### config.mk
export PLATFORM = sky130hd
export DESIGN_NAME = pressure_pad_note_detector_unit
export DESIGN_NICKNAME = d
export VERILOG_FILES = /design/src/ppnd_pkg.sv /design/src/ppnd_ctrl.sv /design/src/ppnd_dp.sv /design/src/pressure_pad_note_detector_unit.sv
export SDC_FILE = /design/constraint.sdc
export NUM_CORES = 1
export LEC_CHECK = 0
export BUFFER_PORTS_ARGS = -buffer_cell sky130_fd_sc_hd__buf_2
export CAP_MARGIN = 20
export CORE_MARGIN = 4
export CORE_UTILIZATION = 39
export DETAILED_ROUTE_END_ITERATION = 6
export GPL_TIMING_DRIVEN = 0
export PLACE_DENSITY = 0.61
export SKIP_LAST_GASP = 1
export SLEW_MARGIN = 40
export SYNTH_ARGS = -nofsm -noshare
export SYNTH_HDL_FRONTEND = slang
export SYNTH_SLANG_ARGS = --single-unit
### constraint.sdc
create_clock -name clk_i -period 6 [get_ports clk_i]
set_input_delay 1.5 -clock clk_i [delete_from_list [all_inputs] [get_ports clk_i]]
set_output_delay 1.5 -clock clk_i [all_outputs]
set_load 0.005 [all_outputs]
### src/ppnd_pkg.sv
// ----------------------------------------------------------------------------
// ppnd_pkg
// Shared types, field widths and codes of the pressure pad note detector.
// ----------------------------------------------------------------------------
package ppnd_pkg;

  localparam int PAD_W      = 8;
  localparam int LVL_W      = 12;
  localparam int SMP_W      = 12;
  localparam int LEN_W      = 5;
  localparam int COOL_W     = 16;
  localparam int TIME_W     = 32;
  localparam int EV_W       = 2;
  localparam int CFG_IDX_W  = 3;
  localparam int CFG_DATA_W = 16;

  localparam logic [EV_W-1:0] EV_NONE  = 2'd0;
  localparam logic [EV_W-1:0] EV_ON    = 2'd1;
  localparam logic [EV_W-1:0] EV_OFF   = 2'd2;
  localparam logic [EV_W-1:0] EV_PRESS = 2'd3;

  localparam logic [CFG_IDX_W-1:0] REG_PAD  = 3'd0;
  localparam logic [CFG_IDX_W-1:0] REG_THR  = 3'd1;
  localparam logic [CFG_IDX_W-1:0] REG_LEN  = 3'd2;
  localparam logic [CFG_IDX_W-1:0] REG_LAG  = 3'd3;
  localparam logic [CFG_IDX_W-1:0] REG_COOL = 3'd4;

  typedef enum logic [3:0] {
    ST_IDLE,
    ST_START,
    ST_MOD,
    ST_WRITE,
    ST_SUM,
    ST_DIV,
    ST_DECIDE,
    ST_PEAK,
    ST_OUT
  } state_e;

  typedef struct packed {
    logic [PAD_W-1:0]  pad;
    logic [LVL_W-1:0]  thr;
    logic [LEN_W-1:0]  avg_len;
    logic [LEN_W-1:0]  lag;
    logic [COOL_W-1:0] cool;
  } cfg_t;

  typedef struct packed {
    logic capture;
    logic query;
    logic div_ld_mod;
    logic div_ld_avg;
    logic div_step;
    logic mod_take;
    logic wr_sample;
    logic sum_ld;
    logic sum_step;
    logic avg_take;
    logic decide;
    logic peak_ld;
    logic peak_step;
    logic peak_take;
    logic out_load;
  } cmd_t;

  typedef struct packed {
    logic mode;
    logic need_mod;
    logic div_done;
    logic walk_done;
    logic note_on;
    logic out_free;
  } sts_t;

endpackage

### src/ppnd_ctrl.sv
// ----------------------------------------------------------------------------
// ppnd_ctrl
// Sequencer: steps one sample through index fix-up, ring write, sum walk,
// division, event decision, peak walk and result hand-off; queries skip to it.
// ----------------------------------------------------------------------------
module ppnd_ctrl (
  input  logic          clk_i,
  input  logic          rst_ni,
  input  logic          in_valid_i,
  output logic          in_ready_o,
  input  ppnd_pkg::sts_t sts_i,
  output ppnd_pkg::cmd_t cmd_o
);
  import ppnd_pkg::*;

  state_e state_q, state_d;

  always_ff @(posedge clk_i or negedge rst_ni) begin
    if (!rst_ni) begin
      state_q <= ST_IDLE;
    end else begin
      state_q <= state_d;
    end
  end

  always_comb begin
    state_d    = state_q;
    cmd_o      = '0;
    in_ready_o = 1'b0;
    unique case (state_q)
      ST_IDLE: begin
        in_ready_o = 1'b1;
        if (in_valid_i) begin
          cmd_o.capture = 1'b1;
          state_d       = ST_START;
        end
      end
      ST_START: begin
        priority if (sts_i.mode) begin
          cmd_o.query = 1'b1;
          state_d     = ST_OUT;
        end else if (sts_i.need_mod) begin
          cmd_o.div_ld_mod = 1'b1;
          state_d          = ST_MOD;
        end else begin
          state_d = ST_WRITE;
        end
      end
      ST_MOD: begin
        if (sts_i.div_done) begin
          cmd_o.mod_take = 1'b1;
          state_d        = ST_WRITE;
        end else begin
          cmd_o.div_step = 1'b1;
        end
      end
      ST_WRITE: begin
        cmd_o.wr_sample = 1'b1;
        cmd_o.sum_ld    = 1'b1;
        state_d         = ST_SUM;
      end
      ST_SUM: begin
        cmd_o.sum_step = 1'b1;
        if (sts_i.walk_done) begin
          cmd_o.div_ld_avg = 1'b1;
          state_d          = ST_DIV;
        end
      end
      ST_DIV: begin
        if (sts_i.div_done) begin
          cmd_o.avg_take = 1'b1;
          state_d        = ST_DECIDE;
        end else begin
          cmd_o.div_step = 1'b1;
        end
      end
      ST_DECIDE: begin
        cmd_o.decide = 1'b1;
        if (sts_i.note_on) begin
          cmd_o.peak_ld = 1'b1;
          state_d       = ST_PEAK;
        end else begin
          state_d = ST_OUT;
        end
      end
      ST_PEAK: begin
        cmd_o.peak_step = 1'b1;
        if (sts_i.walk_done) begin
          cmd_o.peak_take = 1'b1;
          state_d         = ST_OUT;
        end
      end
      ST_OUT: begin
        if (sts_i.out_free) begin
          cmd_o.out_load = 1'b1;
          state_d        = ST_IDLE;
        end
      end
      default: begin
        state_d = ST_IDLE;
      end
    endcase
  end

endmodule

### src/ppnd_dp.sv
// ----------------------------------------------------------------------------
// ppnd_dp
// Datapath: sample ring with valid bits, peak ring, shared walk counter,
// restoring divider, note state and the output register.
// ----------------------------------------------------------------------------
module ppnd_dp #(
  parameter int AVG_DEPTH   = 16,
  parameter int PEAK_DEPTH  = 16,
  parameter int SAMPLE_BITS = 12
) (
  input  logic                          clk_i,
  input  logic                          rst_ni,
  input  ppnd_pkg::cfg_t                cfg_i,
  input  ppnd_pkg::cmd_t                cmd_i,
  output ppnd_pkg::sts_t                sts_o,
  input  logic                          in_mode_i,
  input  logic [ppnd_pkg::SMP_W-1:0]    in_sample_i,
  input  logic [ppnd_pkg::TIME_W-1:0]   in_time_i,
  input  logic                          out_ready_i,
  output logic                          out_valid_o,
  output logic [ppnd_pkg::EV_W-1:0]     out_ev_o,
  output logic [ppnd_pkg::PAD_W-1:0]    out_pad_o,
  output logic [ppnd_pkg::LVL_W-1:0]    out_lvl_o,
  output logic                          out_pressed_o,
  output logic [ppnd_pkg::LVL_W-1:0]    out_avg_o
);
  import ppnd_pkg::*;

  localparam int RING_W = (SAMPLE_BITS < SMP_W) ? SAMPLE_BITS : SMP_W;
  localparam int SUM_W  = RING_W + LEN_W;
  localparam int NMAX   = (AVG_DEPTH < 31) ? AVG_DEPTH : 31;
  localparam int AW     = (AVG_DEPTH > 1) ? $clog2(AVG_DEPTH) : 1;
  localparam int PW     = (PEAK_DEPTH > 1) ? $clog2(PEAK_DEPTH) : 1;
  localparam int PCW    = $clog2(PEAK_DEPTH + 1);
  localparam int CW0    = $clog2(AVG_DEPTH + 1);
  localparam int CW1    = (PCW > CW0) ? PCW : CW0;
  localparam int CNTW   = (CW1 > LEN_W) ? CW1 : LEN_W;
  localparam int DCW    = $clog2(SUM_W + 1);
  localparam int LAGW   = 9;

  // captured item
  logic              mode_q;
  logic [RING_W-1:0] smp_q;
  logic [TIME_W-1:0] time_q;

  // rings
  logic [RING_W-1:0]    smem [AVG_DEPTH];
  logic [AVG_DEPTH-1:0] svalid_q;
  logic [RING_W-1:0]    srd_q;
  logic                 srdv_q;
  logic [LVL_W-1:0]     pmem [PEAK_DEPTH];
  logic [LVL_W-1:0]     prd_q;

  // note state
  logic [AW-1:0]     sptr_q, idx_q;
  logic [LVL_W-1:0]  avg_q;
  logic              held_q, timing_q;
  logic [TIME_W-1:0] start_q, hold_q, rel_q;
  logic [PW-1:0]     pptr_q;
  logic [PCW-1:0]    pcnt_q;

  // walk and divider
  logic [CNTW-1:0]  cnt_q, lim_q;
  logic             rd_ok_q;
  logic [SUM_W-1:0] acc_q;
  logic [LVL_W-1:0] best_q;
  logic [SUM_W-1:0] dvd_q;
  logic [LEN_W-1:0] rem_q, dvs_q;
  logic [DCW-1:0]   dcnt_q;

  // result
  logic [EV_W-1:0]  ev_q;
  logic [LVL_W-1:0] lvl_q;
  logic             ov_q;
  logic [EV_W-1:0]  o_ev_q;
  logic [PAD_W-1:0] o_pad_q;
  logic [LVL_W-1:0] o_lvl_q, o_avg_q;
  logic             o_prs_q;

  logic [LEN_W-1:0]  win;
  logic [8:0]        nxt_ptr;
  logic [LEN_W:0]    dtry;
  logic              dge;
  logic              above, note_on, note_off;
  logic [TIME_W-1:0] start_n, hold_n;
  logic [PCW-1:0]    pcnt_n;
  logic [PW-1:0]     pptr_n;
  logic [LAGW-1:0]   lag_eff;
  logic [TIME_W-1:0] cool_end;
  logic              out_free;

  always_comb begin
    if (cfg_i.avg_len == '0) begin
      win = LEN_W'(1);
    end else if (cfg_i.avg_len > LEN_W'(NMAX)) begin
      win = LEN_W'(NMAX);
    end else begin
      win = cfg_i.avg_len;
    end
  end

  assign nxt_ptr = 9'(idx_q) + 9'd1;
  assign dtry    = {rem_q, dvd_q[SUM_W-1]};
  assign dge     = dtry >= {1'b0, dvs_q};

  assign lag_eff  = (9'(cfg_i.lag) > 9'(PEAK_DEPTH)) ? 9'(PEAK_DEPTH) : 9'(cfg_i.lag);
  assign cool_end = rel_q + TIME_W'(cfg_i.cool);

  always_comb begin
    above   = (avg_q > cfg_i.thr) && !held_q;
    start_n = (above && !timing_q) ? time_q : start_q;
    if (above) begin
      hold_n = time_q - start_n;
      pcnt_n = (pcnt_q == PCW'(PEAK_DEPTH)) ? pcnt_q : pcnt_q + PCW'(1);
      pptr_n = (pptr_q == PW'(PEAK_DEPTH - 1)) ? '0 : pptr_q + PW'(1);
    end else if (timing_q) begin
      hold_n = '0;
      pcnt_n = '0;
      pptr_n = '0;
    end else begin
      hold_n = hold_q;
      pcnt_n = pcnt_q;
      pptr_n = pptr_q;
    end
    note_on  = (hold_n > TIME_W'(lag_eff)) && !held_q && (time_q > cool_end);
    note_off = (avg_q < cfg_i.thr) && held_q;
  end

  assign out_free = !ov_q || out_ready_i;

  assign sts_o.mode      = mode_q;
  assign sts_o.need_mod  = 9'(sptr_q) >= 9'(win);
  assign sts_o.div_done  = dcnt_q == DCW'(SUM_W);
  assign sts_o.walk_done = (cnt_q == lim_q) && !rd_ok_q;
  assign sts_o.note_on   = note_on;
  assign sts_o.out_free  = out_free;

  // input capture
  always_ff @(posedge clk_i) begin
    if (cmd_i.capture) begin
      mode_q <= in_mode_i;
      smp_q  <= RING_W'(in_sample_i);
      time_q <= in_time_i;
    end
  end

  // sample ring
  always_ff @(posedge clk_i) begin
    if (cmd_i.wr_sample) begin
      smem[idx_q] <= smp_q;
    end
    srd_q <= smem[cnt_q[AW-1:0]];
  end

  always_ff @(posedge clk_i or negedge rst_ni) begin
    if (!rst_ni) begin
      svalid_q <= '0;
      srdv_q   <= 1'b0;
    end else begin
      if (cmd_i.wr_sample) begin
        svalid_q[idx_q] <= 1'b1;
      end
      srdv_q <= svalid_q[cnt_q[AW-1:0]];
    end
  end

  // peak ring
  always_ff @(posedge clk_i) begin
    if (cmd_i.decide && above) begin
      pmem[pptr_q] <= avg_q;
    end
    prd_q <= pmem[cnt_q[PW-1:0]];
  end

  // walk, divider and note state
  always_ff @(posedge clk_i or negedge rst_ni) begin
    if (!rst_ni) begin
      sptr_q   <= '0;
      idx_q    <= '0;
      avg_q    <= '0;
      held_q   <= 1'b0;
      timing_q <= 1'b0;
      start_q  <= '0;
      hold_q   <= '0;
      rel_q    <= '0;
      pptr_q   <= '0;
      pcnt_q   <= '0;
      cnt_q    <= '0;
      lim_q    <= '0;
      rd_ok_q  <= 1'b0;
      dcnt_q   <= '0;
    end else begin
      if (cmd_i.capture) begin
        idx_q <= sptr_q;
      end
      if (cmd_i.mod_take) begin
        idx_q <= AW'(rem_q);
      end
      if (cmd_i.wr_sample) begin
        sptr_q <= (nxt_ptr >= 9'(win)) ? '0 : AW'(nxt_ptr);
      end

      if (cmd_i.div_ld_mod || cmd_i.div_ld_avg) begin
        dcnt_q <= '0;
      end else if (cmd_i.div_step && !sts_o.div_done) begin
        dcnt_q <= dcnt_q + DCW'(1);
      end

      if (cmd_i.sum_ld) begin
        cnt_q   <= '0;
        lim_q   <= CNTW'(win);
        rd_ok_q <= 1'b0;
      end else if (cmd_i.peak_ld) begin
        cnt_q   <= '0;
        lim_q   <= CNTW'(pcnt_n);
        rd_ok_q <= 1'b0;
      end else if (cmd_i.sum_step || cmd_i.peak_step) begin
        if (cnt_q < lim_q) begin
          cnt_q   <= cnt_q + CNTW'(1);
          rd_ok_q <= 1'b1;
        end else begin
          rd_ok_q <= 1'b0;
        end
      end

      if (cmd_i.avg_take) begin
        avg_q <= LVL_W'(dvd_q);
      end

      if (cmd_i.decide) begin
        timing_q <= above;
        start_q  <= start_n;
        hold_q   <= hold_n;
        pcnt_q   <= pcnt_n;
        pptr_q   <= pptr_n;
        held_q   <= note_on || (held_q && !note_off);
        if (note_off) begin
          rel_q <= time_q;
        end
      end
    end
  end

  // divider, accumulator, peak and result datapath
  always_ff @(posedge clk_i) begin
    if (cmd_i.div_ld_mod) begin
      dvd_q <= SUM_W'(sptr_q);
      rem_q <= '0;
      dvs_q <= win;
    end else if (cmd_i.div_ld_avg) begin
      dvd_q <= acc_q;
      rem_q <= '0;
      dvs_q <= win;
    end else if (cmd_i.div_step && !sts_o.div_done) begin
      rem_q <= dge ? LEN_W'(dtry - {1'b0, dvs_q}) : LEN_W'(dtry);
      dvd_q <= {dvd_q[SUM_W-2:0], dge};
    end

    if (cmd_i.sum_ld) begin
      acc_q <= '0;
    end else if (cmd_i.sum_step && rd_ok_q && srdv_q) begin
      acc_q <= acc_q + SUM_W'(srd_q);
    end

    if (cmd_i.peak_ld) begin
      best_q <= '0;
    end else if (cmd_i.peak_step && rd_ok_q && (prd_q > best_q)) begin
      best_q <= prd_q;
    end

    if (cmd_i.query) begin
      ev_q  <= held_q ? EV_PRESS : EV_NONE;
      lvl_q <= held_q ? avg_q : '0;
    end else if (cmd_i.decide) begin
      ev_q  <= note_off ? EV_OFF : (note_on ? EV_ON : EV_NONE);
      lvl_q <= '0;
    end else if (cmd_i.peak_take) begin
      lvl_q <= best_q;
    end

    if (cmd_i.out_load) begin
      o_ev_q  <= ev_q;
      o_pad_q <= cfg_i.pad;
      o_lvl_q <= lvl_q;
      o_prs_q <= held_q;
      o_avg_q <= avg_q;
    end
  end

  // output register
  always_ff @(posedge clk_i or negedge rst_ni) begin
    if (!rst_ni) begin
      ov_q <= 1'b0;
    end else if (cmd_i.out_load) begin
      ov_q <= 1'b1;
    end else if (out_ready_i) begin
      ov_q <= 1'b0;
    end
  end

  assign out_valid_o   = ov_q;
  assign out_ev_o      = o_ev_q;
  assign out_pad_o     = o_pad_q;
  assign out_lvl_o     = o_lvl_q;
  assign out_pressed_o = o_prs_q;
  assign out_avg_o     = o_avg_q;

endmodule

### src/pressure_pad_note_detector_unit.sv
// ----------------------------------------------------------------------------
// pressure_pad_note_detector_unit
// Pressure pad note detector: moving average, hold timing, velocity peak,
// note on / note off / pressure events for one pad.
// ----------------------------------------------------------------------------
// Usage:
//   s_axis: one beat per item. tuser = mode (0 sample, 1 pressure query),
//           tdata = sample [11:0], time_ms [43:12].
//   m_axis: one beat per item. tuser = event code, tdata = pad [7:0],
//           level [19:8], pressed [20], average [32:21].
//   cfg:    cfg_we_i writes cfg_wdata_i into register cfg_idx_i;
//           write only while no item is in flight.
// Steps, per item, until the result sits in the output register:
//   query:  straight to the output stage.
//   sample: pointer modulo when a shrunk window forces it, ring write,
//           sum walk over the sample ring, bit-serial division by the
//           averaging window n, event decision and, on a note on, a
//           walk over the peak ring.
// One item is processed at a time; a new item is taken while the previous
// result waits. A stalled m_axis holds the result and blocks only the next
// hand-off. Reset clears the sample ring valid bits and all note state and
// sets the configuration to its defaults; no clearing pass is needed.
// ----------------------------------------------------------------------------
module pressure_pad_note_detector_unit #(
  parameter int AVG_DEPTH   = 16,
  parameter int PEAK_DEPTH  = 16,
  parameter int SAMPLE_BITS = 12
) (
  input  logic                              clk_i,
  input  logic                              rst_ni,
  input  logic                              s_axis_tvalid,
  output logic                              s_axis_tready,
  input  logic [47:0]                       s_axis_tdata,  // sample, time_ms
  input  logic                              s_axis_tuser,  // mode
  output logic                              m_axis_tvalid,
  input  logic                              m_axis_tready,
  output logic [39:0]                       m_axis_tdata,  // pad, level, pressed, average
  output logic [ppnd_pkg::EV_W-1:0]         m_axis_tuser,  // event_res
  input  logic                              cfg_we_i,
  input  logic [ppnd_pkg::CFG_IDX_W-1:0]    cfg_idx_i,
  input  logic [ppnd_pkg::CFG_DATA_W-1:0]   cfg_wdata_i
);
  import ppnd_pkg::*;

  cfg_t cfg_q;
  cmd_t cmd;
  sts_t sts;

  logic [EV_W-1:0]  out_ev;
  logic [PAD_W-1:0] out_pad;
  logic [LVL_W-1:0] out_lvl, out_avg;
  logic             out_prs;

  always_ff @(posedge clk_i or negedge rst_ni) begin
    if (!rst_ni) begin
      cfg_q.pad     <= '0;
      cfg_q.thr     <= '0;
      cfg_q.avg_len <= LEN_W'(1);
      cfg_q.lag     <= '0;
      cfg_q.cool    <= '0;
    end else if (cfg_we_i) begin
      unique case (cfg_idx_i)
        REG_PAD:  cfg_q.pad     <= cfg_wdata_i[PAD_W-1:0];
        REG_THR:  cfg_q.thr     <= cfg_wdata_i[LVL_W-1:0];
        REG_LEN:  cfg_q.avg_len <= cfg_wdata_i[LEN_W-1:0];
        REG_LAG:  cfg_q.lag     <= cfg_wdata_i[LEN_W-1:0];
        REG_COOL: cfg_q.cool    <= cfg_wdata_i[COOL_W-1:0];
        default:  cfg_q         <= cfg_q;
      endcase
    end
  end

  ppnd_ctrl u_ctrl (
    .clk_i      (clk_i),
    .rst_ni     (rst_ni),
    .in_valid_i (s_axis_tvalid),
    .in_ready_o (s_axis_tready),
    .sts_i      (sts),
    .cmd_o      (cmd)
  );

  ppnd_dp #(
    .AVG_DEPTH   (AVG_DEPTH),
    .PEAK_DEPTH  (PEAK_DEPTH),
    .SAMPLE_BITS (SAMPLE_BITS)
  ) u_dp (
    .clk_i         (clk_i),
    .rst_ni        (rst_ni),
    .cfg_i         (cfg_q),
    .cmd_i         (cmd),
    .sts_o         (sts),
    .in_mode_i     (s_axis_tuser),
    .in_sample_i   (s_axis_tdata[11:0]),
    .in_time_i     (s_axis_tdata[43:12]),
    .out_ready_i   (m_axis_tready),
    .out_valid_o   (m_axis_tvalid),
    .out_ev_o      (out_ev),
    .out_pad_o     (out_pad),
    .out_lvl_o     (out_lvl),
    .out_pressed_o (out_prs),
    .out_avg_o     (out_avg)
  );

  assign m_axis_tuser = out_ev;
  assign m_axis_tdata = {7'd0, out_avg, out_prs, out_lvl, out_pad};

endmodule

# Word level (Yosys, flattened, before mapping)
# Memories as Yosys holds them, arrays and structs flattened. A register that Yosys moved wholly into a read port is not among the register bits.
# Index checks and enable logic that the tools add are counted.
dict set report word_totals {
  output_inout_bits 44
  regBits 361
  elab_cells 220
  ramBits 384
  n_memories 2
}
dict set report op_classes {
  addsub 9
  n_bitwise 1
  n_eq_ne 22
  magnitude_cmp 14
  muxes 83
  reduce_logical 50
}
# name depth word_bits read_ports rd_clocked_by_memory_dff write_ports line
set memory_table {}
lappend memory_table {u_dp.pmem 16 12 1 1 1 ppnd_dp.sv:51} ;# logic [LVL_W-1:0] pmem [PEAK_DEPTH];
lappend memory_table {u_dp.smem 16 12 1 1 1 ppnd_dp.sv:47} ;# logic [RING_W-1:0] smem [AVG_DEPTH];
# cell count
set ops {}
lappend ops {{two-way mux 32 bit} 3}
lappend ops {{two-way mux 5 bit} 17}
lappend ops {{two-way mux 4 bit} 15}
lappend ops {{two-way mux 12 bit} 4}
lappend ops {{case mux 4 bit (9 select lines)} 1}
lappend ops {{two-way mux 17 bit} 2}
lappend ops {{adder 32 x 16 -> 32 bit} 1}
lappend ops {{> comparator 32 bit} 1}
lappend ops {{> comparator 32 x 9 -> 1 bit} 1}
lappend ops {{subtractor 32 bit} 1}
lappend ops {{two-way mux 1 bit} 31}
lappend ops {{> comparator 12 bit} 2}
lappend ops {{adder 17 x 12 -> 17 bit} 1}
lappend ops {{== test 4 x 3 -> 1 bit (second input constant)} 4}
lappend ops {{two-way mux 2 bit} 8}
lappend ops {{bitwise OR 16 bit} 1}
lappend ops {{AND reduction 2 bit} 8}
lappend ops {{nonzero test 2 bit} 8}
lappend ops {{adder 5 x 1 -> 5 bit (second input constant)} 3}
lappend ops {{logical AND 1 bit} 14}
lappend ops {{< comparator 12 bit} 1}
lappend ops {{nonzero test 3 bit} 4}
lappend ops {{== test 5 bit (second input constant)} 2}
lappend ops {{> comparator 5 bit (second input constant)} 2}
lappend ops {{other kinds (27)} 44}

# Longest topological paths before layout
# Gate-level depths: netlist of run 1.
dict set report depth {
  depth_word 14
  ltp_mapped 29
}

# Cells and area by module
# A second synthesis of run 1 with hierarchy kept.
dict set report unflattened {
  cells_unflattened 2531
  area_unflattened_um2 35176.2
}
# module area_per_inst_um2 instances seq_area_each_um2 cells_each
set by_module_without_submodules {}
lappend by_module_without_submodules {ppnd_dp 32894.0 1 20074.3 2363}
lappend by_module_without_submodules {pressure_pad_note_detector_unit 1828.0 1 1152.4 109}
lappend by_module_without_submodules {ppnd_ctrl 454.2 1 100.1 59}

# Least setup slack after synthesis of run 1
# Ideal clock, no wire load.
dict set report synth_path {
  path_kind {register to register}
  start {reg u_dp.avg_q[7]}
  end {reg u_ctrl.state_q[1]}
  required_time_ns 5.879
  period_less_slack_ns 5.986
  arrival_time_ns 5.865
  slack_ns 0.014
  stages_incl_launch_ff 24
  setup_ns 0.121
  path_cell_list {dfrtp_1 -> ha_1 -> a21oi_1 -> o21ai_0 -> o21a_1 -> o211ai_1 -> clkbuf_1 -> buf_1 -> mux2i_1 -> ha_1 -> clkbuf_1 -> a21o_1 -> a21o_1 -> a21oi_1 -> o21bai_1 -> a221o_1 -> and2_1 -> or4b_1 -> nand3_1 -> and4_1 -> a31oi_1 -> o211a_1 -> a211o_1 -> a22o_1}
}
dict set report synth_between {
  elab_chain_cells 11
}
# element line
set synth_lines {}
lappend synth_lines {{from (decl)} ppnd_dp.sv:56} ;# logic [LVL_W-1:0] avg_q;
lappend synth_lines {{from (signal assigned)} ppnd_dp.sv:227} ;# avg_q <= LVL_W'(dvd_q);
lappend synth_lines {{> comparator 12 bit (*)} ppnd_dp.sv:110} ;# above = (avg_q > cfg_i.thr) && !held_q;
lappend synth_lines {{logical AND 1 bit (*)} ppnd_dp.sv:110}
lappend synth_lines {{logical AND 1 bit} ppnd_dp.sv:111} ;# start_n = (above && !timing_q) ? time_q : start_q;
lappend synth_lines {{two-way mux 32 bit} ppnd_dp.sv:111}
lappend synth_lines {{subtractor 32 bit} ppnd_dp.sv:113} ;# hold_n = time_q - start_n;
lappend synth_lines {{two-way mux 32 bit (*)} ppnd_dp.sv:112} ;# if (above) begin
lappend synth_lines {{> comparator 32 x 9 -> 1 bit (*)} ppnd_dp.sv:125} ;# note_on = (hold_n > TIME_W'(lag_eff)) && !held_q && (time_q > cool_end);
lappend synth_lines {{logical AND 1 bit (*) (2 in a row)} ppnd_dp.sv:125}
lappend synth_lines {{two-way mux 4 bit (*)} ppnd_ctrl.sv:79} ;# if (sts_i.note_on) begin
lappend synth_lines {{case mux 4 bit (9 select lines) (*)} ppnd_ctrl.sv:30} ;# unique case (state_q)
lappend synth_lines {{to (signal assigned)} ppnd_ctrl.sv:22} ;# state_q <= state_d;
lappend synth_lines {{to (decl)} ppnd_ctrl.sv:16} ;# state_e state_q, state_d;
# Every way passes the cells marked *; elsewhere a longest branch is shown, timed or not.
# A chain may end at the register's enable or synchronous reset.

# Worst setup path after layout of run 1
dict set report layout_path {
  start {reg u_dp.avg_q[11]}
  end {reg u_dp.lim_q[0]}
}
dict set report layout_between {
  elab_chain_cells 12
  word_cells_on_any_way 15
  classes_between {add/sub (1); order compare (2); mux (7); reduce/logical (5)}
}
# element line
set layout_lines {}
lappend layout_lines {{> comparator 12 bit} ppnd_dp.sv:110}
lappend layout_lines {{logical AND 1 bit} ppnd_dp.sv:110}
lappend layout_lines {{logical AND 1 bit} ppnd_dp.sv:111}
lappend layout_lines {{two-way mux 32 bit} ppnd_dp.sv:111}
lappend layout_lines {{named net u_dp.start_n[0]} ppnd_dp.sv:85} ;# logic [TIME_W-1:0] start_n, hold_n;
lappend layout_lines {{subtractor 32 bit} ppnd_dp.sv:113}
lappend layout_lines {{two-way mux 32 bit} ppnd_dp.sv:112}
lappend layout_lines {{> comparator 32 x 9 -> 1 bit} ppnd_dp.sv:125}
lappend layout_lines {{logical AND 1 bit (2 in a row)} ppnd_dp.sv:125}
lappend layout_lines {{two-way mux 1 bit} ppnd_ctrl.sv:79}
lappend layout_lines {{two-way mux 2 bit} ppnd_ctrl.sv:30}
lappend layout_lines {{nonzero test 2 bit (no line)} --}
lappend layout_lines {{to (signal assigned)} ppnd_dp.sv:211} ;# lim_q <= CNTW'(win);
lappend layout_lines {{to (signal assigned)} ppnd_dp.sv:215} ;# lim_q <= CNTW'(pcnt_n);
lappend layout_lines {{to (decl)} ppnd_dp.sv:63} ;# logic [CNTW-1:0] cnt_q, lim_q;
# The timed path passes the listed nets, and every way through them passes these cells. The select of a mux whose other input is x is not followed.

==> results of run 1 <==
==> worst max-delay path, stage by stage, from the launching register on <==
cell,delay (ps)
sky130_fd_sc_hd__dfrtp_4,570
sky130_fd_sc_hd__ha_1,360
sky130_fd_sc_hd__nand4_1,130
sky130_fd_sc_hd__o31a_1,360
sky130_fd_sc_hd__o211ai_1,200
sky130_fd_sc_hd__clkbuf_8,230
sky130_fd_sc_hd__nand2_1,90
sky130_fd_sc_hd__o21ai_4,70
sky130_fd_sc_hd__ha_2,190
sky130_fd_sc_hd__inv_1,50
sky130_fd_sc_hd__fa_2,360
sky130_fd_sc_hd__a211o_4,370
sky130_fd_sc_hd__a211oi_2,220
sky130_fd_sc_hd__a211oi_2,100
sky130_fd_sc_hd__or3_4,430
sky130_fd_sc_hd__nand4_4,150
sky130_fd_sc_hd__a21oi_4,100
sky130_fd_sc_hd__a211o_1,330
sky130_fd_sc_hd__a21oi_2,180
sky130_fd_sc_hd__xor2_2,230
sky130_fd_sc_hd__o211ai_1,150
sky130_fd_sc_hd__buf_4,190
sky130_fd_sc_hd__o211a_4,260
sky130_fd_sc_hd__buf_8,150
sky130_fd_sc_hd__mux2i_1,150
sky130_fd_sc_hd__a21oi_1,90
==> through the flow <==
stage	power [W]	hold WS, ps	instance area [um2]
2_1_floorplan	0.0102	400	34400
3_3_place_gp	0.0115	404	36400
3_5_place_dp	0.0117	407	36900
4_1_cts	0.0171	420	40200
5_1_grt	0.0180	427	40600
6_report	0.0171	418	40600
==> cells in the mapped netlist, types with 5 or more instances <==
master | count | share of area
sky130_fd_sc_hd__a211oi_1 | 26 | 0.0057
sky130_fd_sc_hd__a21o_1 | 44 | 0.0096
sky130_fd_sc_hd__a21oi_1 | 96 | 0.014
sky130_fd_sc_hd__a221o_1 | 5 | 0.0015
sky130_fd_sc_hd__a22o_1 | 15 | 0.0038
sky130_fd_sc_hd__a31oi_1 | 11 | 0.0020
sky130_fd_sc_hd__a32o_1 | 5 | 0.0015
sky130_fd_sc_hd__and3_1 | 12 | 0.0022
sky130_fd_sc_hd__buf_1 | 18 | 0.0020
sky130_fd_sc_hd__buf_4 | 8 | 0.0017
sky130_fd_sc_hd__clkbuf_1 | 74 | 0.0081
sky130_fd_sc_hd__dfrtp_1 | 210 | 0.15
sky130_fd_sc_hd__dfxtp_1 | 71 | 0.041
sky130_fd_sc_hd__edfxtp_1 | 487 | 0.43
sky130_fd_sc_hd__ha_1 | 149 | 0.054
sky130_fd_sc_hd__inv_1 | 95 | 0.010
sky130_fd_sc_hd__mux2_2 | 93 | 0.030
sky130_fd_sc_hd__mux2i_1 | 58 | 0.017
sky130_fd_sc_hd__mux4_2 | 125 | 0.082
sky130_fd_sc_hd__nand2_1 | 176 | 0.019
sky130_fd_sc_hd__nand2b_1 | 21 | 0.0038
sky130_fd_sc_hd__nand3_1 | 41 | 0.0060
sky130_fd_sc_hd__nand4_1 | 30 | 0.0055
sky130_fd_sc_hd__nor2_1 | 148 | 0.016
sky130_fd_sc_hd__nor2b_1 | 21 | 0.0038
sky130_fd_sc_hd__nor3_1 | 41 | 0.0060
sky130_fd_sc_hd__nor4_1 | 12 | 0.0022
sky130_fd_sc_hd__o21a_1 | 19 | 0.0041
sky130_fd_sc_hd__o21ai_0 | 126 | 0.018
sky130_fd_sc_hd__o21bai_1 | 13 | 0.0028
sky130_fd_sc_hd__o22ai_1 | 8 | 0.0015
sky130_fd_sc_hd__o31a_1 | 7 | 0.0018
sky130_fd_sc_hd__o31ai_1 | 7 | 0.0015
sky130_fd_sc_hd__or2_2 | 17 | 0.0031
sky130_fd_sc_hd__or3_1 | 5 | 0.00091
sky130_fd_sc_hd__xnor2_1 | 39 | 0.0099
sky130_fd_sc_hd__xor2_1 | 31 | 0.0079
==> registers in the layout, indices dropped and copies added (netlist names), 8 cells and up <==
register / flops
cfg_q: 46
u_dp.acc_q: 17
u_dp.avg_q: 12
u_dp.best_q: 12
u_dp.dvd_q: 17
u_dp.hold_q: 32
u_dp.lvl_q: 12
u_dp.out_avg_o: 12
u_dp.out_lvl_o: 12
u_dp.out_pad_o: 8
u_dp.pmem: 192
u_dp.prd_q: 12
u_dp.rel_q: 32
u_dp.smem: 192
u_dp.smp_q: 12
u_dp.srd_q: 12
u_dp.start_q: 32
u_dp.svalid_q: 16
u_dp.time_q: 32
==> routing by layer <==
| layer | vias to the layer above | GRT usage |
|---|---|---|
| met2 | 602 | 0.305 |
| met3 | 135 | 0.0308 |
| met5 | - | 0 |
| met1 | 10900 | 0.251 |
| li1 | 9769 | - |
| met4 | 4 | 0.0497 |
==> how the worst max path moves through the flow <==
| stage | slack, ps | start | to |
|---|---|---|---|
| after floorplan | 10 | u_dp.avg_q[7] | u_ctrl.state_q[1] |
| after global placement | -1850 | u_dp.avg_q[7] | u_dp.lim_q[3] |
| after detailed placement | -2030 | u_dp.avg_q[7] | u_dp.lim_q[3] |
| after CTS | 3 | cfg_q[1] | u_ctrl.state_q[1] |
| after global routing | -60 | u_dp.avg_q[11] | u_dp.lim_q[0] |
| final | 100 | u_dp.avg_q[11] | u_dp.lim_q[0] |
==> report_power, final <==
group          internal (W)  switching [W]
logic               0.00226        0.00278
registers           0.00636       0.000525
clock network       0.00301        0.00214
total                0.0116        0.00544
==> area by class of cell <==
type                            instances  area (um2)  share of cell area
Buffer                                101         464              0.0114
Clock buffer                          114        2330              0.0574
Clock inverter                         39         455              0.0112
Inverter                               95         359             0.00884
Multi-Input combinational cell       1478       13000               0.320
Sequential cell                       769       21400               0.526
Tap cell                             1155        1450              0.0356
Timing Repair Buffer                  179        1190              0.0292
==> logic make-up after synthesis <==
group           count (synthesis)  share of synthesized area
simple gates                  544                     0.0736
flops                         769                      0.620
fa+ha+maj                     155                     0.0571
mux                           276                      0.129
compound gates                426                     0.0790
other cells                     1                   0.000109
buf+inv                       198                     0.0226
xor+xnor                       70                     0.0178
==> timing repair <==
action	CTS	global route
hold buffers	0	0
pin swaps	20	38
gates resized for setup	81	52
setup buffers	33	15
endpoints found under the setup margin	45	29
==> results.md, run 1 <==
- The flow ran to the end, and the final reports show no timing, DRC or antenna violations.
- The boundary pin count is 117.
- The worst setup path category is flop to flop.
- The worst-case setup slack after placement is -2030 ps.
- After clock tree synthesis, the clock-pin slew on the worst setup and hold paths is 60 ps.
- The maximum number of pins on one net before global-route repair is between 60 and 70.
- In this run the critical register-to-register path is captured at u_dp.lim_q[0].
- Detailed routing placed a total of about 5000 um of wire on met3.
- The maximum fanout encountered on the critical timing path is 11.
- The worst setup path is captured at a flop.
- The initial utilization of the core area, before any placement, comes to 0.394.
- The count of endpoints failing hold in the final timing report came to 0.
- The register bit count reported by yosys is 769.
- The via count of the first global-routing pass came to 21,800.
- The CTS tree is yes.
- After detailed routing, the number of vias per cell comes to ~5.4.
- Of the cells placed in the final design, the portion with a size suffix greater than 1 is 0.252.
- The worst register-to-register path has a setup slack of 100 ps.
- The cell row count is roughly 110.
- The area of the mapped netlist is 34,400 um2.
- The post-route clock skew is between 30 and 40 ps.
- After detailed routing, the total wire length is 86,400 um.
- The average instance in the mapped netlist occupies 14.1 um2.
- The clock drives 769 sinks.
- The DRC marker count from the first detailed-route iteration is 1,841.
- Setup repair after global routing could not meet its margin everywhere.
- The worst register-to-register path begins at u_dp.avg_q[11].
- The maximum resistive drop on vdd is 0.231 mV.
- The most frequent standard cell in the layout excluding fill and tap cells is sky130_fd_sc_hd__edfxtp_1.
- In this run the horizontal extent of the chip is about 300 um.
- The cell sitting at the root of the clock tree is a sky130_fd_sc_hd__clkbuf_16.
- The critical hold path startpoint is u_dp.lvl_q[5].
- The top flip-flop cell by instance count after synthesis is sky130_fd_sc_hd__edfxtp_1.
- The first-pass GRT wire length is 132,000 um.
- The H-tree was split into 3 levels.
- The number of buffer cells added on primary ports is 105.
- The total count of max-transition violations in the final report is 0.
- Wire segments on met2 add up to approximately 42,000 um in the final route.
- The remaining global-route overflow is 0.
- Yosys mapped a number of flops with a built-in enable equal to 487.
- The leakage power of the design is 16.0 nW.
- The die height is between 300 and 400 um.
- The highest metal layer carrying signal wires in the routed design is met5.
- The share of async-settable or async-resettable flops after synthesis is 0.274.
- The standard cell core area is 87,200 um2.
- STA classifies the critical path startpoint as a flop.
- The weighted congestion reported at the end of routability-driven placement is 0.853.
- The type of the most critical hold path is flop to flop.
- The worst slew margin relative to its limit is 0.440.
- For this run, the total global-route usage over all layers was measured as 0.183.
- Dividing total power by cell area gives a power density of 420 nW/um2.
- The length in cells of the worst reg-to-reg path is 25.
- After the last flow step, the layout net total stands at around 3,000.
- The minimum period implied by the final worst setup slack is about 5900 ps.
- The clock reaches the later pin of the worst-skew pair after 660 ps.
- The worst hold path passes through 0 cells.
- In the finished design, the share of the clock period the worst path needs comes to 0.983.
- The maximum operating frequency is 0.169 GHz.
- The post-route setup TNS is 0 ps.
- Detailed placement ended at an HPWL of 59,600 um.
- The total of fill cells in the finished design is 7,574.
- Yosys mapped the design onto 76 distinct sky130hd cell types.
- The clock passes through at most 3 buffers.
- Across the run, the number of max-cap violations was 0.
- Of the synthesized area, sequential elements account for 0.620.
- The top cell types in the final layout, fill and taps aside, are sky130_fd_sc_hd__edfxtp_1 (487), sky130_fd_sc_hd__dfrtp_1 (198), sky130_fd_sc_hd__nand2_1 (176), sky130_fd_sc_hd__ha_1 (138), sky130_fd_sc_hd__mux4_2 (125).
- The area added between synthesis and finish is 18.2%.
- The path with the worst hold slack has its endpoint at u_dp.out_lvl_o[5].
- The floorplan step defined a die boundary enclosing 93,000 um2.
- The number of optimization iterations in the first detailed-route pass is 5.
- For this run, the number of Yosys warnings is 0.
- The number of antenna violations at the first check in global routing is 2.
- The average routed wire per standard cell is roughly 22 um.
- At the pin with the least slew margin, the transition time is 840 ps.
- For the worst setup path, the data arrival time is 6370 ps.
- For this block, wires on met1 add up to 37,800 um.
- At the end of the flow the core is filled with cells to 0.466.
- The detail route stage leaves a number of antenna-violating nets equal to 0.
- The total DRC errors in the routed layout is 0.
- The cell count after synthesis is ~2,400.
- The number of vias after detailed routing is ~21,000.
- The repair_antennas step left the layout with diodes totalling 0.
- The total CTS buffers is 82.
- Once placement completed, the tool counted placed cells totaling 3,730.
- Setup violations remaining at the end of the flow were counted as 0.
- The post-layout instance count excluding filler cells is 3,930.
- In the post-route analysis, the smallest setup slack over all paths is 99.0 ps.
- STA puts the critical path data required time at 6470 ps.
(Power assumes the default switching activity.)
==> inputs of run 2 (changes only) <==
--- a/config.mk
+++ b/config.mk
@@ -11,7 +11,9 @@
 export CORE_UTILIZATION = 39
 export DETAILED_ROUTE_END_ITERATION = 6
 export GPL_TIMING_DRIVEN = 0
-export PLACE_DENSITY = 0.61
+export MAX_ROUTING_LAYER = met4
+export PLACE_DENSITY_LB_ADDON = 0.15
+export SETUP_SLACK_MARGIN = 0.4
 export SKIP_LAST_GASP = 1
 export SLEW_MARGIN = 40
 export SYNTH_ARGS = -nofsm -noshare
==> run 2 against run 1 <==
Effect of this change:
- power up 2.2%
- hold slack about the same
- non-clock buffer count up 32
- final cell count up 0.97%
- global-route usage up 1.4 points
- clock power up 6.2%
- critical path depth up 1
- highest routed layer is now met4
==> results.md, run 2 (synthesized netlist as in run 1, its figures left out) <==
- The first global-routing pass estimated 136,000 um of wire.
- The max-cap violation count is 0.
- In this run the most critical hold path is launched from u_dp.lvl_q[9].
- The insertion delay to the later sink of the worst-skew pair is 640 ps.
- The number of vias after detailed routing is 21,400.
- The floorplan step set the die width to 305 um.
- The most frequent standard cell in the layout excluding fill and tap cells is sky130_fd_sc_hd__edfxtp_1.
- The via count of the first global-routing pass is 21,800.
- For this run, the post-layout net count is 2,966.
- The hold-critical path depth is 0.
- The share of total power in sequential cells is 0.394.
- The path class of the tightest hold or removal check is flop to flop.
- The cell row count is 108.
- The worst-case hold path end point is u_dp.out_lvl_o[9].
- The number of antenna-violating nets in the routed design is 0.
- The maximum resistive drop on vdd is approximately 0.33 mV.
- The finished layout holds 3,968 standard cells, fillers aside.
- The initial utilization of the core area, before any placement, comes to 0.394.
- The HPWL reported at the end of detailed placement is 62,900 um.
- The terminus of the critical flop-to-flop path is u_dp.lim_q[2].
- In the layout the commonest cells are sky130_fd_sc_hd__edfxtp_1 (487), sky130_fd_sc_hd__dfrtp_1 (198), sky130_fd_sc_hd__nand2_1 (175), sky130_fd_sc_hd__ha_1 (141), sky130_fd_sc_hd__mux4_2 (125).
- Cell internal power was estimated by the tool at approximately 0.012 W.
- In this run the count of I/O pins placed on the die edge is approximately 120.
- At the pin with the least slew margin, the transition time is 853 ps.
- The DRC marker count from the first detailed-route iteration is 1,676.
- The worst hold margin is 417 ps.
- The endpoint class of the critical path is a flop.
- The worst register-to-register path begins at u_dp.avg_q[7].
- The cell at the root of the clock tree is sky130_fd_sc_hd__clkbuf_16.
- The worst setup path is of the flop to flop kind.
- Routability-driven placement finished with a final weighted congestion of roughly 0.86.
- No sink is reached through more buffers than the 3 on the longest clock path.
- The nature of the critical path startpoint is a flop.
- The switching power of the nets is 0.00549 W.
- Setup repair after global routing could not meet its margin everywhere.
- The clock-pin slew reported for the worst setup and hold paths after clock tree synthesis is 60 ps.
- The average routed wire per standard cell is 22.8 um.
- Dividing the final minimum period by the clock period gives 0.988.
- The total overflow left after global routing is 0.
- The largest registers in the layout are u_dp.pmem (192), u_dp.smem (192), cfg_q (46).
- The maximum fanout encountered on the critical timing path is 7.
- The ratio of total power to cell area is approximately 420 nW/um2.
- Setup total negative slack on the finished layout was measured at 0 ps.
- The H-tree was split into 3 levels.
- The number of cells after detailed placement is 3,738.
- The CTS tree is yes.
- The die height is 305 um.
- The maximum number of pins on one net before global-route repair is 63.
- After detailed routing, the number of remaining DRC violations is 0.
- After clock tree synthesis, the flow added hold-fix buffers numbering 0.
- The core utilization of the finished layout is 0.473.
- For this design the static power due to leakage is 16.3 nW.
- The count of endpoints failing hold in the final timing report came to 0.
- Measured against its own limit, the worst slew margin works out to 0.431.
- During placement, the flow inserted port buffers numbering between 100 and 150.
- The critical path arrival is 6420 ps.
- The first detailed-routing pass took 5 iterations.
- In the final layout, the share of cells above drive strength 1 is 0.264.
- For this run, the top clock speed supported by timing is approximately 0.17 GHz.
- The total CTS buffers is 84.
- Clock tree synthesis found a total of slightly below 800 sinks.
- The mean number of vias per cell is between 5 and 6.
- From synthesis to final layout, the design area changed by 19.9%.
- The all-layer global routing usage is 0.198.
- Wires add up to 90,300 um.
- For the worst setup path, the data required time is 6490 ps.
- Of the total power, the share spent switching nets is 0.315.
- The part of the total power dissipated in combinational logic is 0.292.
- The share of total power dissipated in the clock network is 0.313.
- The minimum period implied by the final worst setup slack is 5930 ps.
- For the worst flop-to-flop path, the logic depth is 26.
- The total count of max-transition violations in the final report came to 0.
- The post-route clock skew is 33.4 ps.
- The count of endpoints failing setup in the final report is 0.
- The floorplan step defined a die boundary enclosing 93,000 um2.
- The core region is about 87,000 um2.
- The number of antenna violations at the first check in global routing was 2.
- For flop-to-flop paths, the worst setup slack is 70 ps.
- The flow ran to the end, and the final reports show no timing, DRC or antenna violations.
run 2: stage by stage:
| step | area (um2) | total power, W | setup slack, ps |
|---|---|---|---|
| after floorplan | 34400 | 0.0102 | 422 |
| after global placement | 36400 | 0.0116 | -1710 |
| after detailed placement | 37000 | 0.0118 | -1750 |
| after CTS | 40800 | 0.0175 | 12.4 |
| after global routing | 41200 | 0.0184 | -134 |
| final | 41200 | 0.0175 | 70.5 |
run 2: layer usage:
layer | track usage | up-vias | wire [um]
li1 | - | 9850 | -
met1 | 0.260 | 10900 | 40300
met2 | 0.316 | 491 | 43400
met3 | 0.0314 | 168 | 3660
met4 | 0.0652 | 0 | 3050
met5 | - | - | 0
run 2: critical path, cell delays in order (launching register included):
cell	delay, ps
sky130_fd_sc_hd__dfrtp_4	510
sky130_fd_sc_hd__ha_4	290
sky130_fd_sc_hd__nand4_1	200
sky130_fd_sc_hd__a31oi_2	260
sky130_fd_sc_hd__o21a_1	170
sky130_fd_sc_hd__o211ai_1	160
sky130_fd_sc_hd__buf_4	230
sky130_fd_sc_hd__clkbuf_16	170
sky130_fd_sc_hd__o21ai_4	160
sky130_fd_sc_hd__ha_4	160
sky130_fd_sc_hd__inv_2	30
sky130_fd_sc_hd__fa_2	340
sky130_fd_sc_hd__a211o_1	310
sky130_fd_sc_hd__a211oi_2	210
sky130_fd_sc_hd__a211oi_2	110
sky130_fd_sc_hd__a2111o_1	470
sky130_fd_sc_hd__nand4_4	160
sky130_fd_sc_hd__a21oi_2	120
sky130_fd_sc_hd__a211o_1	310
sky130_fd_sc_hd__a21oi_2	150
sky130_fd_sc_hd__xor2_1	80
sky130_fd_sc_hd__buf_4	150
sky130_fd_sc_hd__o211ai_1	280
sky130_fd_sc_hd__buf_4	180
sky130_fd_sc_hd__o21ai_4	80
sky130_fd_sc_hd__o21ai_4	290
sky130_fd_sc_hd__o221ai_1	190
run 2: power by group through the flow:
stage	combinational, W	sequential, W	clock [W]
6_report	0.00511	0.00688	0.00547
5_1_grt	0.00565	0.00695	0.00583
4_1_cts	0.00502	0.00688	0.00561
3_5_place_dp	0.00479	0.00699	0
3_3_place_gp	0.00463	0.00697	0
2_1_floorplan	0.00345	0.00677	0
run 2: area by class of cell:
cell class,count,area [um2]
Clock inverter,41,539
Tap cell,1155,1450
Sequential cell,769,21400
Multi-Input combinational cell,1478,13000
Fill cell,7622,46000
Inverter,95,359
Timing Repair Buffer,209,1490
Clock buffer,116,2440
Buffer,103,507
Antenna cell,2,5.00
run 2: how the worst max path moves through the flow:
stage | from | to | slack, ps | cells past startpoint
floorplan | u_dp.avg_q[5] | u_ctrl.state_q[1] | 420 | 23
global placement | u_dp.avg_q[5] | u_dp.lim_q[1] | -1710 | 21
detailed placement | u_dp.avg_q[6] | u_dp.lim_q[2] | -1750 | 21
CTS | u_dp.avg_q[4] | u_ctrl.state_q[1] | 10 | 24
global route | u_dp.avg_q[7] | u_dp.lim_q[2] | -130 | 26
finish | u_dp.avg_q[7] | u_dp.lim_q[2] | 70 | 26
run 2: what timing repair did:
action / in CTS / in global routing
pin swaps: 34 / 49
gates cloned: 0 / 1
hold endpoints to repair: 0 / 0
gates resized for setup: 95 / 36
setup endpoints to repair: 47 / 29
setup buffers: 43 / 27
